$ cat src/rswc_pkg.sv
// ----------------------------------------------------------------------------
// rswc_pkg
// Types, register indexes, reset values and display tables of the wiper
// controller.
// ----------------------------------------------------------------------------
package rswc_pkg;

  localparam int unsigned CfgIdxW  = 3;
  localparam int unsigned CfgDataW = 8;

  // Configuration register indexes
  localparam logic [CfgIdxW-1:0] REG_SAMPLE_INTERVAL = 3'd0;
  localparam logic [CfgIdxW-1:0] REG_LIGHT_SWEEP     = 3'd1;
  localparam logic [CfgIdxW-1:0] REG_MEDIUM_SWEEP    = 3'd2;
  localparam logic [CfgIdxW-1:0] REG_HEAVY_SWEEP     = 3'd3;
  localparam logic [CfgIdxW-1:0] REG_BURST_PERIODS   = 3'd4;

  // Register reset values
  localparam logic [7:0] RST_SAMPLE_INTERVAL = 8'd10;
  localparam logic [7:0] RST_LIGHT_SWEEP     = 8'd160;
  localparam logic [7:0] RST_MEDIUM_SWEEP    = 8'd100;
  localparam logic [7:0] RST_HEAVY_SWEEP     = 8'd60;
  localparam logic [6:0] RST_BURST_PERIODS   = 7'd100;

  // PWM slot positions
  localparam logic [2:0] PWM_LAST_SLOT = 3'd4;
  localparam logic [2:0] PWM_PARKED    = 3'd5;

  // Input action codes
  localparam logic ACT_TICK = 1'b0;
  localparam logic ACT_SLOT = 1'b1;

  // Segment code of digit zero
  localparam logic [6:0] SEG_ZERO = 7'h3f;

  typedef struct packed {
    logic       motor_a;
    logic       motor_b;
    logic [2:0] led_pattern;
    logic [6:0] seg_hundreds;
    logic [6:0] seg_tens;
    logic [6:0] seg_ones;
    logic [1:0] rain_level;
  } res_t;

  function automatic logic [6:0] seg_code(input logic [3:0] digit);
    logic [6:0] code;
    case (digit)
      4'd0: code = 7'h3f;
      4'd1: code = 7'h06;
      4'd2: code = 7'h5b;
      4'd3: code = 7'h4f;
      4'd4: code = 7'h66;
      4'd5: code = 7'h6d;
      4'd6: code = 7'h7d;
      4'd7: code = 7'h07;
      4'd8: code = 7'h7f;
      4'd9: code = 7'h6f;
      default: code = 7'h00;
    endcase
    return code;
  endfunction

  // Active-low LED pattern, one lit LED per nonzero level, none at level zero
  function automatic logic [2:0] led_code(input logic [1:0] lvl);
    logic [2:0] leds;
    case (lvl)
      2'd0: leds = 3'd7;
      2'd1: leds = 3'd6;
      2'd2: leds = 3'd5;
      2'd3: leds = 3'd3;
      default: leds = 3'd7;
    endcase
    return leds;
  endfunction

endpackage

$ cat src/rain_sensing_wiper_controller_top.sv
// ----------------------------------------------------------------------------
// rain_sensing_wiper_controller_top
// Rain level sampling, sweep timing and burst PWM drive for a wiper motor,
// with active-low level LEDs and seven-segment codes of the latched sample.
// ----------------------------------------------------------------------------
//
//  channel | handshake             | payload
//  --------+-----------------------+------------------------------------------
//  in      | in_valid / in_stall   | in_action, in_rain_sample
//  out     | out_valid / out_stall | out_motor_a, out_motor_b, out_led_pattern,
//          |                       | out_seg_hundreds/tens/ones, out_rain_level
//  cfg     | cfg_valid / cfg_ready | cfg_index, cfg_data
//
//  One word in, one word out; a word can be taken every cycle while in_stall is low.
//  State update and result form in one pass of logic off the state registers.
//  A skid register behind the result register takes one more word under
//  output stall; in_stall rises once the skid is full and drops when it drains.
//  Reset (rst_n low, synchronous) restores register defaults, clears all state
//  and empties the output. cfg_ready is always high.
//
module rain_sensing_wiper_controller_top (
  input  logic                            clk,
  input  logic                            rst_n,
  // input channel
  input  logic                            in_valid,
  output logic                            in_stall,
  input  logic                            in_action,
  input  logic [7:0]                      in_rain_sample,
  // result channel
  output logic                            out_valid,
  input  logic                            out_stall,
  output logic                            out_motor_a,
  output logic                            out_motor_b,
  output logic [2:0]                      out_led_pattern,
  output logic [6:0]                      out_seg_hundreds,
  output logic [6:0]                      out_seg_tens,
  output logic [6:0]                      out_seg_ones,
  output logic [1:0]                      out_rain_level,
  // configuration channel
  input  logic                            cfg_valid,
  output logic                            cfg_ready,
  input  logic [rswc_pkg::CfgIdxW-1:0]    cfg_index,
  input  logic [rswc_pkg::CfgDataW-1:0]   cfg_data
);
  import rswc_pkg::*;

  // Configuration registers
  logic [7:0] sample_interval_r;
  logic [7:0] light_sweep_r;
  logic [7:0] medium_sweep_r;
  logic [7:0] heavy_sweep_r;
  logic [6:0] burst_periods_r;

  // Controller state
  logic [7:0] tick_count_r,  tick_count_nxt;
  logic [1:0] level_r,       level_nxt;
  logic [7:0] sweep_count_r, sweep_count_nxt;
  logic       direction_r,   direction_nxt;
  logic [6:0] burst_count_r, burst_count_nxt;
  logic [2:0] pwm_slot_r,    pwm_slot_nxt;
  logic [6:0] seg_h_r,       seg_h_nxt;
  logic [6:0] seg_t_r,       seg_t_nxt;
  logic [6:0] seg_o_r,       seg_o_nxt;

  // Output register and skid register
  logic out_valid_r, out_valid_nxt;
  logic skid_valid_r, skid_valid_nxt;
  res_t out_data_r, out_data_nxt;
  res_t skid_data_r, skid_data_nxt;

  logic in_acc;
  logic out_take;
  logic cfg_wr;

  // Digit split of the incoming sample
  logic [1:0]  hund_digit;
  logic [7:0]  rem_full;
  logic [6:0]  rem;
  logic [14:0] tens_prod;
  logic [3:0]  tens_digit;
  logic [6:0]  ones_full;

  logic [7:0] limit;
  logic       drive;
  res_t       res;

  assign in_stall  = skid_valid_r;
  assign cfg_ready = 1'b1;
  assign in_acc    = in_valid & ~in_stall;
  assign out_take  = out_valid_r & ~out_stall;
  assign cfg_wr    = cfg_valid & cfg_ready;

  // Split the sample into decimal digits: compare for hundreds, reciprocal
  // multiply (x205 >> 11, exact below 100) for tens, subtract for ones.
  always_comb begin
    if (in_rain_sample >= 8'd200) begin
      hund_digit = 2'd2;
      rem_full   = in_rain_sample - 8'd200;
    end else if (in_rain_sample >= 8'd100) begin
      hund_digit = 2'd1;
      rem_full   = in_rain_sample - 8'd100;
    end else begin
      hund_digit = 2'd0;
      rem_full   = in_rain_sample;
    end
    rem        = rem_full[6:0];
    tens_prod  = {8'b0, rem} * 15'd205;
    tens_digit = tens_prod[14:11];
    ones_full  = rem - ({3'b0, tens_digit} * 7'd10);
  end

  // Next state for one accepted word
  always_comb begin
    tick_count_nxt  = tick_count_r;
    level_nxt       = level_r;
    sweep_count_nxt = sweep_count_r;
    direction_nxt   = direction_r;
    burst_count_nxt = burst_count_r;
    pwm_slot_nxt    = pwm_slot_r;
    seg_h_nxt       = seg_h_r;
    seg_t_nxt       = seg_t_r;
    seg_o_nxt       = seg_o_r;
    limit           = heavy_sweep_r;

    if (in_action == ACT_TICK) begin
      // count to the sample interval, latch on rollover
      if (tick_count_r < sample_interval_r) begin
        tick_count_nxt = tick_count_r + 8'd1;
      end else begin
        tick_count_nxt = 8'd0;
        level_nxt      = in_rain_sample[7:6];
        seg_h_nxt      = seg_code({2'b0, hund_digit});
        seg_t_nxt      = seg_code(tens_digit);
        seg_o_nxt      = seg_code(ones_full[3:0]);
      end
      case (level_nxt)
        2'd1:    limit = light_sweep_r;
        2'd2:    limit = medium_sweep_r;
        default: limit = heavy_sweep_r;
      endcase
      // sweep runs only while it rains; rollover reverses and restarts burst
      if (level_nxt != 2'd0) begin
        if (sweep_count_r < limit) begin
          sweep_count_nxt = sweep_count_r + 8'd1;
        end else begin
          sweep_count_nxt = 8'd0;
          direction_nxt   = ~direction_r;
          burst_count_nxt = 7'd0;
        end
      end
    end else begin
      // advance the PWM slot; park once the burst is spent
      if (burst_count_r < burst_periods_r) begin
        if (pwm_slot_r < PWM_LAST_SLOT) begin
          pwm_slot_nxt = pwm_slot_r + 3'd1;
        end else begin
          pwm_slot_nxt    = 3'd0;
          burst_count_nxt = burst_count_r + 7'd1;
        end
      end else begin
        pwm_slot_nxt = PWM_PARKED;
      end
    end
  end

  // Result from the updated state
  always_comb begin
    drive            = pwm_slot_nxt < {1'b0, level_nxt};
    res.motor_a      = drive ? direction_nxt : 1'b1;
    res.motor_b      = drive ? ~direction_nxt : 1'b1;
    res.led_pattern  = led_code(level_nxt);
    res.seg_hundreds = seg_h_nxt;
    res.seg_tens     = seg_t_nxt;
    res.seg_ones     = seg_o_nxt;
    res.rain_level   = level_nxt;
  end

  // Output register and skid steering
  always_comb begin
    out_valid_nxt  = out_valid_r;
    out_data_nxt   = out_data_r;
    skid_valid_nxt = skid_valid_r;
    skid_data_nxt  = skid_data_r;
    if (skid_valid_r) begin
      // drain the skid into the output register
      if (out_take) begin
        out_data_nxt   = skid_data_r;
        skid_valid_nxt = 1'b0;
      end
    end else if (in_acc) begin
      if (!out_valid_r || out_take) begin
        out_valid_nxt = 1'b1;
        out_data_nxt  = res;
      end else begin
        skid_valid_nxt = 1'b1;
        skid_data_nxt  = res;
      end
    end else if (out_take) begin
      out_valid_nxt = 1'b0;
    end
  end

  // Configuration registers
  always_ff @(posedge clk) begin
    if (!rst_n) begin
      sample_interval_r <= RST_SAMPLE_INTERVAL;
      light_sweep_r     <= RST_LIGHT_SWEEP;
      medium_sweep_r    <= RST_MEDIUM_SWEEP;
      heavy_sweep_r     <= RST_HEAVY_SWEEP;
      burst_periods_r   <= RST_BURST_PERIODS;
    end else if (cfg_wr) begin
      case (cfg_index)
        REG_SAMPLE_INTERVAL: sample_interval_r <= cfg_data;
        REG_LIGHT_SWEEP:     light_sweep_r     <= cfg_data;
        REG_MEDIUM_SWEEP:    medium_sweep_r    <= cfg_data;
        REG_HEAVY_SWEEP:     heavy_sweep_r     <= cfg_data;
        REG_BURST_PERIODS:   burst_periods_r   <= cfg_data[6:0];
        default: ;
      endcase
    end
  end

  // Controller state, advanced once per accepted word
  always_ff @(posedge clk) begin
    if (!rst_n) begin
      tick_count_r  <= 8'd0;
      level_r       <= 2'd0;
      sweep_count_r <= 8'd0;
      direction_r   <= 1'b0;
      burst_count_r <= 7'd0;
      pwm_slot_r    <= 3'd0;
      seg_h_r       <= SEG_ZERO;
      seg_t_r       <= SEG_ZERO;
      seg_o_r       <= SEG_ZERO;
    end else if (in_acc) begin
      tick_count_r  <= tick_count_nxt;
      level_r       <= level_nxt;
      sweep_count_r <= sweep_count_nxt;
      direction_r   <= direction_nxt;
      burst_count_r <= burst_count_nxt;
      pwm_slot_r    <= pwm_slot_nxt;
      seg_h_r       <= seg_h_nxt;
      seg_t_r       <= seg_t_nxt;
      seg_o_r       <= seg_o_nxt;
    end
  end

  // Output handshake flags
  always_ff @(posedge clk) begin
    if (!rst_n) begin
      out_valid_r  <= 1'b0;
      skid_valid_r <= 1'b0;
    end else begin
      out_valid_r  <= out_valid_nxt;
      skid_valid_r <= skid_valid_nxt;
    end
  end

  // Output and skid payload
  always_ff @(posedge clk) begin
    out_data_r  <= out_data_nxt;
    skid_data_r <= skid_data_nxt;
  end

  assign out_valid        = out_valid_r;
  assign out_motor_a      = out_data_r.motor_a;
  assign out_motor_b      = out_data_r.motor_b;
  assign out_led_pattern  = out_data_r.led_pattern;
  assign out_seg_hundreds = out_data_r.seg_hundreds;
  assign out_seg_tens     = out_data_r.seg_tens;
  assign out_seg_ones     = out_data_r.seg_ones;
  assign out_rain_level   = out_data_r.rain_level;

endmodule

$ cat config.mk
export PLATFORM = sky130hd
export DESIGN_NAME = rain_sensing_wiper_controller_top
export DESIGN_NICKNAME = d
export VERILOG_FILES = /design/src/rswc_pkg.sv /design/src/rain_sensing_wiper_controller_top.sv
export SDC_FILE = /design/constraint.sdc
export NUM_CORES = 1
export LEC_CHECK = 0
export BUFFER_PORTS_ARGS = -buffer_cell sky130_fd_sc_hd__buf_2
export CAP_MARGIN = 20
export CELL_PAD_IN_SITES_DETAIL_PLACEMENT = 0
export CELL_PAD_IN_SITES_GLOBAL_PLACEMENT = 1
export CORE_ASPECT_RATIO = 2
export CORE_MARGIN = 2
export CORE_UTILIZATION = 51
export DETAILED_ROUTE_END_ITERATION = 8
export PLACE_DENSITY_LB_ADDON = 0.2
export SYNTH_ARGS = -nofsm -noshare
export SYNTH_HDL_FRONTEND = slang
export SYNTH_SLANG_ARGS = --single-unit
$ cat constraint.sdc
create_clock -name clk -period 16.61 [get_ports clk]
set_input_delay 1.661 -clock clk [delete_from_list [all_inputs] [get_ports clk]]
set_output_delay 1.661 -clock clk [all_outputs]
set_load 0.01 [all_outputs]
# After elaboration in Yosys (flattened, before gate mapping)
# Memory sizes are Yosys's and may differ from the RTL's.
# Index checks and enable logic that the tools add are counted.
# totals
mem_bits_ro,224
wordCells,137
n_memories,2
regBits,147
input_bits,25
output_inout_bits,31
# mem_list
name,depth,width,read_ports,rd_clocked_by_memory_dff,wr,line,rtl
(no name shown),16,7,1,0,0,rswc_pkg.sv:48,case (digit)
(no name shown),16,7,1,0,0,rswc_pkg.sv:48,
# op_classes
n_addsub,7
multipliers,2
magnitude_cmp,7
n_reduce_logical,21
eq_ne,17
bitwise_logic,8
muxes,43
# op_table
operator,n
two-way mux 28 bit,4
two-way mux 7 bit,13
one-hot mux 7 bit (4 select lines),1
two-way mux 8 bit,3
adder 8 x 1 -> 8 bit (second input constant),2
less-than comparator 8 bit,2
one-hot mux 8 bit (2 select lines),1
multiplier 7 x 8 -> 15 bit (second input constant),1
subtractor 7 bit (second input constant),2
two-way mux 1 bit,13
one-hot mux 3 bit (4 select lines),1
AND reduction 2 bit,6
AND reduction 3 bit,4
equality test 2 bit (second input constant),5
nonzero test 2 bit,5
two-way mux 3 bit,3
greater-or-equal comparator 8 x 7 -> 1 bit (second input constant),1
greater-or-equal comparator 8 bit (second input constant),1
two-way mux 2 bit,4
adder 7 x 1 -> 7 bit (second input constant),1
less-than comparator 7 bit,1
equality test 2 x 1 -> 1 bit (second input constant),3
equality test 3 x 2 -> 1 bit (second input constant),2
inequality test 2 x 1 -> 1 bit (second input constant),3
15 further kinds,23

# Depth between registers and ports, before layout
# Gate-level depths: netlist of run 1.
# depth
depth_word,15
mapped_depth,29
mapped_depth_nobuf,28

# Worst setup path after synthesis of run 1
# OpenSTA, ideal clock, no wires.
# synth_timing
kind,input-to-reg
startpoint,input port in_rain_sample[2]
endpoint,"register out_data_r (netlist bit out_seg_ones[2]), data pin"
slack_ns,8.374
setup_time_ns,0.260
t_required_ns,16.350
t_arrival_ns,7.976
stages,26
path_buffers,1
path_cell_list,inv_1 ha_1 nor3b_1 nor2_1 nor2_1 a21oi_1 a22oi_1 xnor2_1 ha_1 fa_1 fa_1 ha_1 ha_1 and3_1 a31o_2 a221o_1 o21bai_1 xnor2_1 inv_1 fa_1 xnor2_1 xnor3_1 buf_6 a22o_1 mux2_4 mux2_2
# synth_lines
element,line,rtl
from (decl),rain_sensing_wiper_controller_top.sv:28,"input logic [7:0] in_rain_sample,"
to (signal assigned),rain_sensing_wiper_controller_top.sv:261,out_data_r <= out_data_nxt;
to (decl),rain_sensing_wiper_controller_top.sv:68,"res_t out_data_r, out_data_nxt;"

==> impl_metrics.toml, run 1 <==
[place]
hpwlAfterDp_um = 12500
gp_routability_congestion = 0.874
dpl-instance-area_um2 = 8750
io_buffer_count = 54

[global_routing]
grt.total_usage_pct = 21.1
antenna_violations_before_repair = 0
grt-ovfl-total = 0
wire_length_of_the_first_global_routing_pass_um = 28700
grt_max_degree = 79
grt_pass1_vias = 5793

[setup_path]
worst-endpoint-required_ns = 16.78
setup.reg_to_reg.worst_slack_ns = 11.76
crit_type = "in -> reg"
setup.worst_path.end_class = "flip-flop"
worst-path-max-fanout = 11
crit_arrival_ns = 8.67
critical_path.startpoint_type = "input port"

[run]
drv_cap = 0

[timing]
layout_min_cycle_time_ns = 8.50
finalClockSkew_ns = 0.00606
finalHoldWorstSlack_ns = 0.437
upper_clock_frequency_limit_ghz = 0.118
hold_violations = 0
max_slew_margin_pct = 45.4
rsz0062_at_grt = "false"
setup_violations = 0
slew_violations = 0
setup_tns_ns = 0
max_slew.worst_pin.slew_ns = 0.819
final.period_utilization_pct = 51.2

[finish]
area.growth.synth_to_final_pct = 12.5
post-route-cell-area_um2 = 9360
final_layout_size_suffix_gt1_share_pct = 14.4
postLayoutCoreUtil_pct = 58.1
nets = 1035
count_of_antenna_diodes_in_the_layout = 0

[routing]
drt_first_pass_iters = 5
drt_first_iter_violations = 282
total_number_of_vias = 6141
detail_route.wirelength_um = 17400
wl_met1_um = 8450
vias_per_instance = 5.37
drc = 0
detailroute.wirelength.met2_um = 8130
postRouteAntennaNets = 0
topRoutingLayerUsed = "met4"
post_drt_wl_per_cell_um = 15.2
routed-wl-met3_um = 560

[die]
fp.dieH_um = 185
io_pins = 56
dieWidth_um = 94.3
initial_core_util_pct = 51.7
die_area_um2 = 17400
floorplan.rows = 66
fp.coreArea_um2 = 16100

[logic_synthesis]
avg_cell_area_syn_um2 = 9.40
top_area_cell_type_share_of_the_netlist_area_pct = 21.9
synth-seq-area-share_pct = 42.1
synth.distinct_cells = 62
synthesized_net_count = 993
synth_most_common_cell = "sky130_fd_sc_hd__nand2_1"
synthesis.yosys.warnings = 0
postSynthRegisterBits = 147
asyncSetResetFlopFracSynth_pct = 0
ys_top_cells_by_count = "sky130_fd_sc_hd__nand2_1, sky130_fd_sc_hd__dfxtp_1, sky130_fd_sc_hd__ha_1"
synth-edff-count = 56
syn_area_um2 = 8320
synth.top_cells.by_area = "sky130_fd_sc_hd__dfxtp_1, sky130_fd_sc_hd__edfxtp_1, sky130_fd_sc_hd__ha_1, sky130_fd_sc_hd__nand2_1, sky130_fd_sc_hd__mux2_2"
synth-main-ff-cell = "sky130_fd_sc_hd__dfxtp_1"
syn_inst = 885
synth_area_leader_cell = "sky130_fd_sc_hd__dfxtp_1"

[clocking]
cts_htree_levels = 4
cts_setup_buffers = 0
tritoncts_buffers = 17
ctsLongestPathBuffers = 2
tritoncts = "done"
clock_pin_transition_on_the_worst_setup_and_hold_timing_paths_ns = 0.06
clkSinkCount = 147
cts-hold-fix-buffers = 0
clk-insertion-delay-late_ns = 0.42
clk_root_buffer_cell = "sky130_fd_sc_hd__clkbuf_16"
cts_resized = 0

[min_path]
hp-class = "reg -> reg"

[run_status]
run_status = "finished, final reports clean"

[pwr]
vdd.ir_drop.worst_mv = 0.127
power_per_cell_area_nw_per_um2 = 144
leakagePower_nw = 3.81
metal layers:
metal,vias to the layer above,global-route usage (%)
li1,3169,-
met1,2851,29.0
met2,101,33.7
met3,20,3.35
met4,0,7.30
met5,-,0
per-stage QoR:
stage / power (mW) / std cells / setup WS (ns)
final: 1.35 / 1144 / 8.11
after global routing: 1.45 / 1144 / 7.60
after CTS: 1.36 / 1144 / 8.07
after detailed placement: 0.960 / 1112 / 7.65
after global placement: 0.961 / 1112 / 7.75
after floorplan: 0.859 / 885 / 8.37
final timing paths:
path | start | to | cells after the start
worst max-delay path | in_rain_sample[2] | out_seg_ones[2] | 26
worst min-delay path | seg_h_r[1] | seg_h_r[1] | 1
worst max register to register | tick_count_r[1] | out_motor_b | 21
worst min register to register | seg_h_r[1] | seg_h_r[1] | 1
where the power goes:
part / switching, mW / total (mW) / internal [mW]
logic: 0.345 / 0.568 / 0.223
clock network: 0.147 / 0.389 / 0.242
registers: 0.00417 / 0.388 / 0.384
total: 0.496 / 1.35 / 0.849
layout make-up:
class / count / area [µm²]
clock buffers: 21 / 492
clock inverters: 11 / 121
fillers: 1469 / 6740
inverters: 55 / 206
multi-input cells: 644 / 4450
flip-flops and latches: 147 / 3500
well taps: 204 / 255
repair buffers: 62 / 330
cells by family (layout without fill, tap and decap cells):
group / Yosys count / count (layout) / share of synthesized area, %
other: 1 / 1 / 0.0451
buffers and inverters: 94 / 149 / 4.47
adders and majority gates: 83 / 83 / 13.3
muxes: 33 / 33 / 4.50
xor gates and xnor gates: 33 / 33 / 3.86
AOI/OAI and AO/OA: 187 / 187 / 15.1
DFF: 147 / 147 / 42.1
and+or+nand+nor: 307 / 307 / 16.6
cells in the final DEF (no fill, tap or decap), drive strengths merged, types with 14 or more instances in the layout:
cell type  netlist  layout
xnor2           17      17
clkbuf          35      21
a21boi          29      29
a21oi           47      47
ha              74      74
nor2            63      63
mux2            29      29
o21ai           39      39
edfxtp          56      56
inv             55      57
nand2          146     146
o211ai          14      14
dfxtp           91      91
nand3           26      26
buf              4      62
xor2            15      15
state kept, by name, summed over array words and instances, names as in the netlist, 8 cells and up:
name,flops
skid_data_r,28
tick_count_r,8
light_sweep_r,8
heavy_sweep_r,8
sample_interval_r,8
sweep_count_r,8
medium_sweep_r,8
worst max-delay path, stage by stage:
cell and delay, ns:
sky130_fd_sc_hd__buf_2 0.13, sky130_fd_sc_hd__inv_1 0.11, sky130_fd_sc_hd__ha_1 0.15, sky130_fd_sc_hd__nor3b_1 0.24
sky130_fd_sc_hd__nor2_1 0.11, sky130_fd_sc_hd__nor2_1 0.29, sky130_fd_sc_hd__a21oi_1 0.11, sky130_fd_sc_hd__a22oi_1 0.27
sky130_fd_sc_hd__xnor2_1 0.22, sky130_fd_sc_hd__ha_1 0.32, sky130_fd_sc_hd__fa_1 0.46, sky130_fd_sc_hd__fa_1 0.47
sky130_fd_sc_hd__ha_1 0.31, sky130_fd_sc_hd__ha_1 0.33, sky130_fd_sc_hd__and3_1 0.25, sky130_fd_sc_hd__a31o_2 0.27
sky130_fd_sc_hd__a221o_1 0.35, sky130_fd_sc_hd__o21bai_1 0.17, sky130_fd_sc_hd__xnor2_1 0.38, sky130_fd_sc_hd__inv_1 0.11
sky130_fd_sc_hd__fa_1 0.42, sky130_fd_sc_hd__xnor2_1 0.17, sky130_fd_sc_hd__xnor3_1 0.58, sky130_fd_sc_hd__a22o_1 0.27
sky130_fd_sc_hd__mux2_4 0.26, sky130_fd_sc_hd__mux2_2 0.26
Note: power is estimated with default switching activity, not from simulation.
==> run 2, diff against run 1 <==
--- a/config.mk
+++ b/config.mk
@@ -11,7 +11,7 @@
 export CELL_PAD_IN_SITES_GLOBAL_PLACEMENT = 1
 export CORE_ASPECT_RATIO = 2
 export CORE_MARGIN = 2
-export CORE_UTILIZATION = 51
+export CORE_UTILIZATION = 48
 export DETAILED_ROUTE_END_ITERATION = 8
 export PLACE_DENSITY_LB_ADDON = 0.2
 export SYNTH_ARGS = -nofsm -noshare
==> constraint.sdc (replaced) <==
create_clock -name clk -period 8.2 [get_ports clk]
set_input_delay 0.82 -clock clk [delete_from_list [all_inputs] [get_ports clk]]
set_output_delay 0.82 -clock clk [all_outputs]
set_load 0.01 [all_outputs]
==> run 2 against run 1 <==
Compared with the run above:
- clock-buffer cell count increased by 4
- flip-flop and latch count unchanged
- setup slack got worse by 7.4 ns
- sequential share of layout area decreased by 0.19 points
- total power increased by 110%
- global-route usage decreased by 1.1 points
- combinational power increased by 110%
==> impl_metrics.toml, run 2 (same netlist as run 1, synthesis figures left out) <==
[run_status]
run_status = "finished, final reports clean"

[setup_path]
cp_max_stage_cell = "sky130_fd_sc_hd__xnor3_1"
worst-path-max-fanout = 11
setup.worst_path.end_class = "flip-flop"
r2r_start = "tick_count_r[1]"
setup.reg_to_reg.worst_slack_ns = 3.38
startpoint = "in_rain_sample[2]"
cp.buffers_inverters = 3
crit_end = "out_seg_ones[4]"
crit_path_frequent_cell = "sky130_fd_sc_hd__ha_1"
critical_path_depth = 26
r2r_end = "out_motor_b"
timing.critical_path.slowest_cell_delay_ns = 0.59
timing.critical_path.max_delay_family = "adder cells"
crit_type = "in -> reg"
critical_path.startpoint_type = "input port"
crit_arrival_ns = 7.64
r2r_cells = 21
worst-endpoint-required_ns = 8.37

[die]
dieWidth_um = 97.1
io_pins = 56
floorplan.rows = 68
die_area_um2 = 18500
initial_core_util_pct = 48.7
fp.dieH_um = 190
fp.coreArea_um2 = 17100

[pwr]
power.combinational.fraction_pct = 42.6
power.internal_mw = 1.76
total_power_mw = 2.78
clock_power_share_pct = 29.1
power_switching_mw = 1.01
power.share.sequential_pct = 28.4
vdd.ir_drop.worst_mv = 0.267
switching_share_pct = 36.5
power_per_cell_area_nw_per_um2 = 295
leakagePower_nw = 3.82

[finish]
count_of_antenna_diodes_in_the_layout = 0
regArea_um2 = 3500
postLayoutCoreUtil_pct = 55.0
layout.cells.non_filler = 1152
multiInputGateArea_um2 = 4450
largest-register = "skid_data_r"
layout_commonest_cell = "sky130_fd_sc_hd__nand2_1"
area.growth.synth_to_final_pct = 13.1
filler_cells_inserted = 1564
max_ffs_per_register = 28
most-common-layout-cells = "sky130_fd_sc_hd__nand2_1, sky130_fd_sc_hd__dfxtp_1, sky130_fd_sc_hd__ha_1"
nets = 1037
final_layout_size_suffix_gt1_share_pct = 14.1

[clocking]
cts_resized = 0
cts_htree_levels = 4
clk_root_buffer_cell = "sky130_fd_sc_hd__clkbuf_16"
clkSinkCount = 147
cts-hold-fix-buffers = 0
tritoncts_buffers = 17
clock_pin_transition_on_the_worst_setup_and_hold_timing_paths_ns = 0.06
cts_setup_buffers = 0
ctsLongestPathBuffers = 2
tritoncts = "done"
clk-insertion-delay-late_ns = 0.42

[routing]
vias_per_instance = 5.38
drc = 0
total_number_of_vias = 6195
post_drt_wl_per_cell_um = 15.6
drt_first_iter_violations = 306
drt_first_pass_iters = 5
detail_route.wirelength_um = 17900
postRouteAntennaNets = 0

[timing]
slew_violations = 0
max_slew.worst_pin.slew_ns = 0.887
setup_tns_ns = 0
layout_min_cycle_time_ns = 7.47
setup_violations = 0
max_slew_margin_pct = 40.7
final.period_utilization_pct = 91.1
hold_violations = 0
upper_clock_frequency_limit_ghz = 0.134
finalClockSkew_ns = 0.00835
rsz0062_at_grt = "false"

[global_routing]
wire_length_of_the_first_global_routing_pass_um = 30000
grt.total_usage_pct = 20.0
grt_max_degree = 79
grt_pass1_vias = 6009
grt-ovfl-total = 0
antenna_violations_before_repair = 0

[min_path]
hp-class = "reg -> reg"
holdPathStages = 1

[place]
gp_routability_congestion = 0.876
hpwlAfterDp_um = 12500
io_buffer_count = 54
dp.cells = 1119

[run]
drv_cap = 0
==> run 2: cell count changes in the layout (fill, tap and decap cells not counted), sizes merged <==
| cell | delta |
|---|---|
| clkbuf | +4 |
| inv | -1 |
| clkinv | -3 |
| buf | +2 |
==> run 2: worst min-delay path by stage <==
stage	startpoint	end	slack, ns
6_report	seg_h_r[1]	seg_h_r[1]	0.46
5_1_grt	seg_h_r[1]	seg_h_r[1]	0.47
4_1_cts	seg_h_r[1]	seg_h_r[1]	0.45
3_5_place_dp	seg_h_r[1]	seg_h_r[1]	0.44
3_3_place_gp	seg_h_r[1]	seg_h_r[1]	0.44
2_1_floorplan	seg_h_r[1]	seg_h_r[1]	0.41
==> run 2: worst reg2reg max path: stages, from the launching register on <==
cell and delay [ns]:
sky130_fd_sc_hd__dfxtp_1 0.43, sky130_fd_sc_hd__ha_1 0.27, sky130_fd_sc_hd__a21o_1 0.15, sky130_fd_sc_hd__a21o_1 0.16, sky130_fd_sc_hd__a21o_1 0.16, sky130_fd_sc_hd__a21oi_1 0.13, sky130_fd_sc_hd__o21ai_1 0.22, sky130_fd_sc_hd__mux2i_1 0.39
sky130_fd_sc_hd__inv_1 0.10, sky130_fd_sc_hd__ha_1 0.33, sky130_fd_sc_hd__a22oi_1 0.32, sky130_fd_sc_hd__nor2_1 0.08, sky130_fd_sc_hd__a21oi_1 0.15, sky130_fd_sc_hd__ha_1 0.26, sky130_fd_sc_hd__a21o_1 0.16, sky130_fd_sc_hd__a2111oi_0 0.34
sky130_fd_sc_hd__o21ai_0 0.14, sky130_fd_sc_hd__o21a_1 0.18, sky130_fd_sc_hd__nand2_1 0.26, sky130_fd_sc_hd__xor2_1 0.24, sky130_fd_sc_hd__nor2_1 0.06, sky130_fd_sc_hd__a21oi_1 0.15
==> run 2: area by class of cell <==
class / count / share of cell area, %
repair buffers: 64 / 3.88
well taps: 210 / 2.79
clock inverters: 7 / 0.958
flip-flops and latches: 147 / 37.2
multi-input cells: 644 / 47.3
inverters: 55 / 2.19
clock buffers: 25 / 5.63
==> run 2: power groups by stage <==
stage                     clock, mW  sequential [mW]  combinational [mW]
after detailed placement          0            0.803                1.17
after CTS                     0.823            0.787                1.18
after global placement            0            0.802                1.16
final                         0.808            0.787                1.18
after global routing          0.855            0.789                1.34
after floorplan                   0            0.805               0.936
==> run 2: routing by layer <==
layer,GRT usage (%),up-vias,wire length [µm]
met1,27.4,2909,8700
met3,3.52,14,524
met4,6.55,0,216
li1,-,3178,-
met5,0,-,0
met2,32.2,94,8490
==> run 2: stage by stage <==
step                      setup slack [ns]  cell area (µm²)  hold slack (ns)
after floorplan                      0.805             8320            0.408
after global placement               0.447             8760            0.440
after detailed placement             0.334             8760            0.438
after CTS                            0.736             9380            0.453
after global routing                 0.308             9410            0.474
final                                0.732             9410            0.459
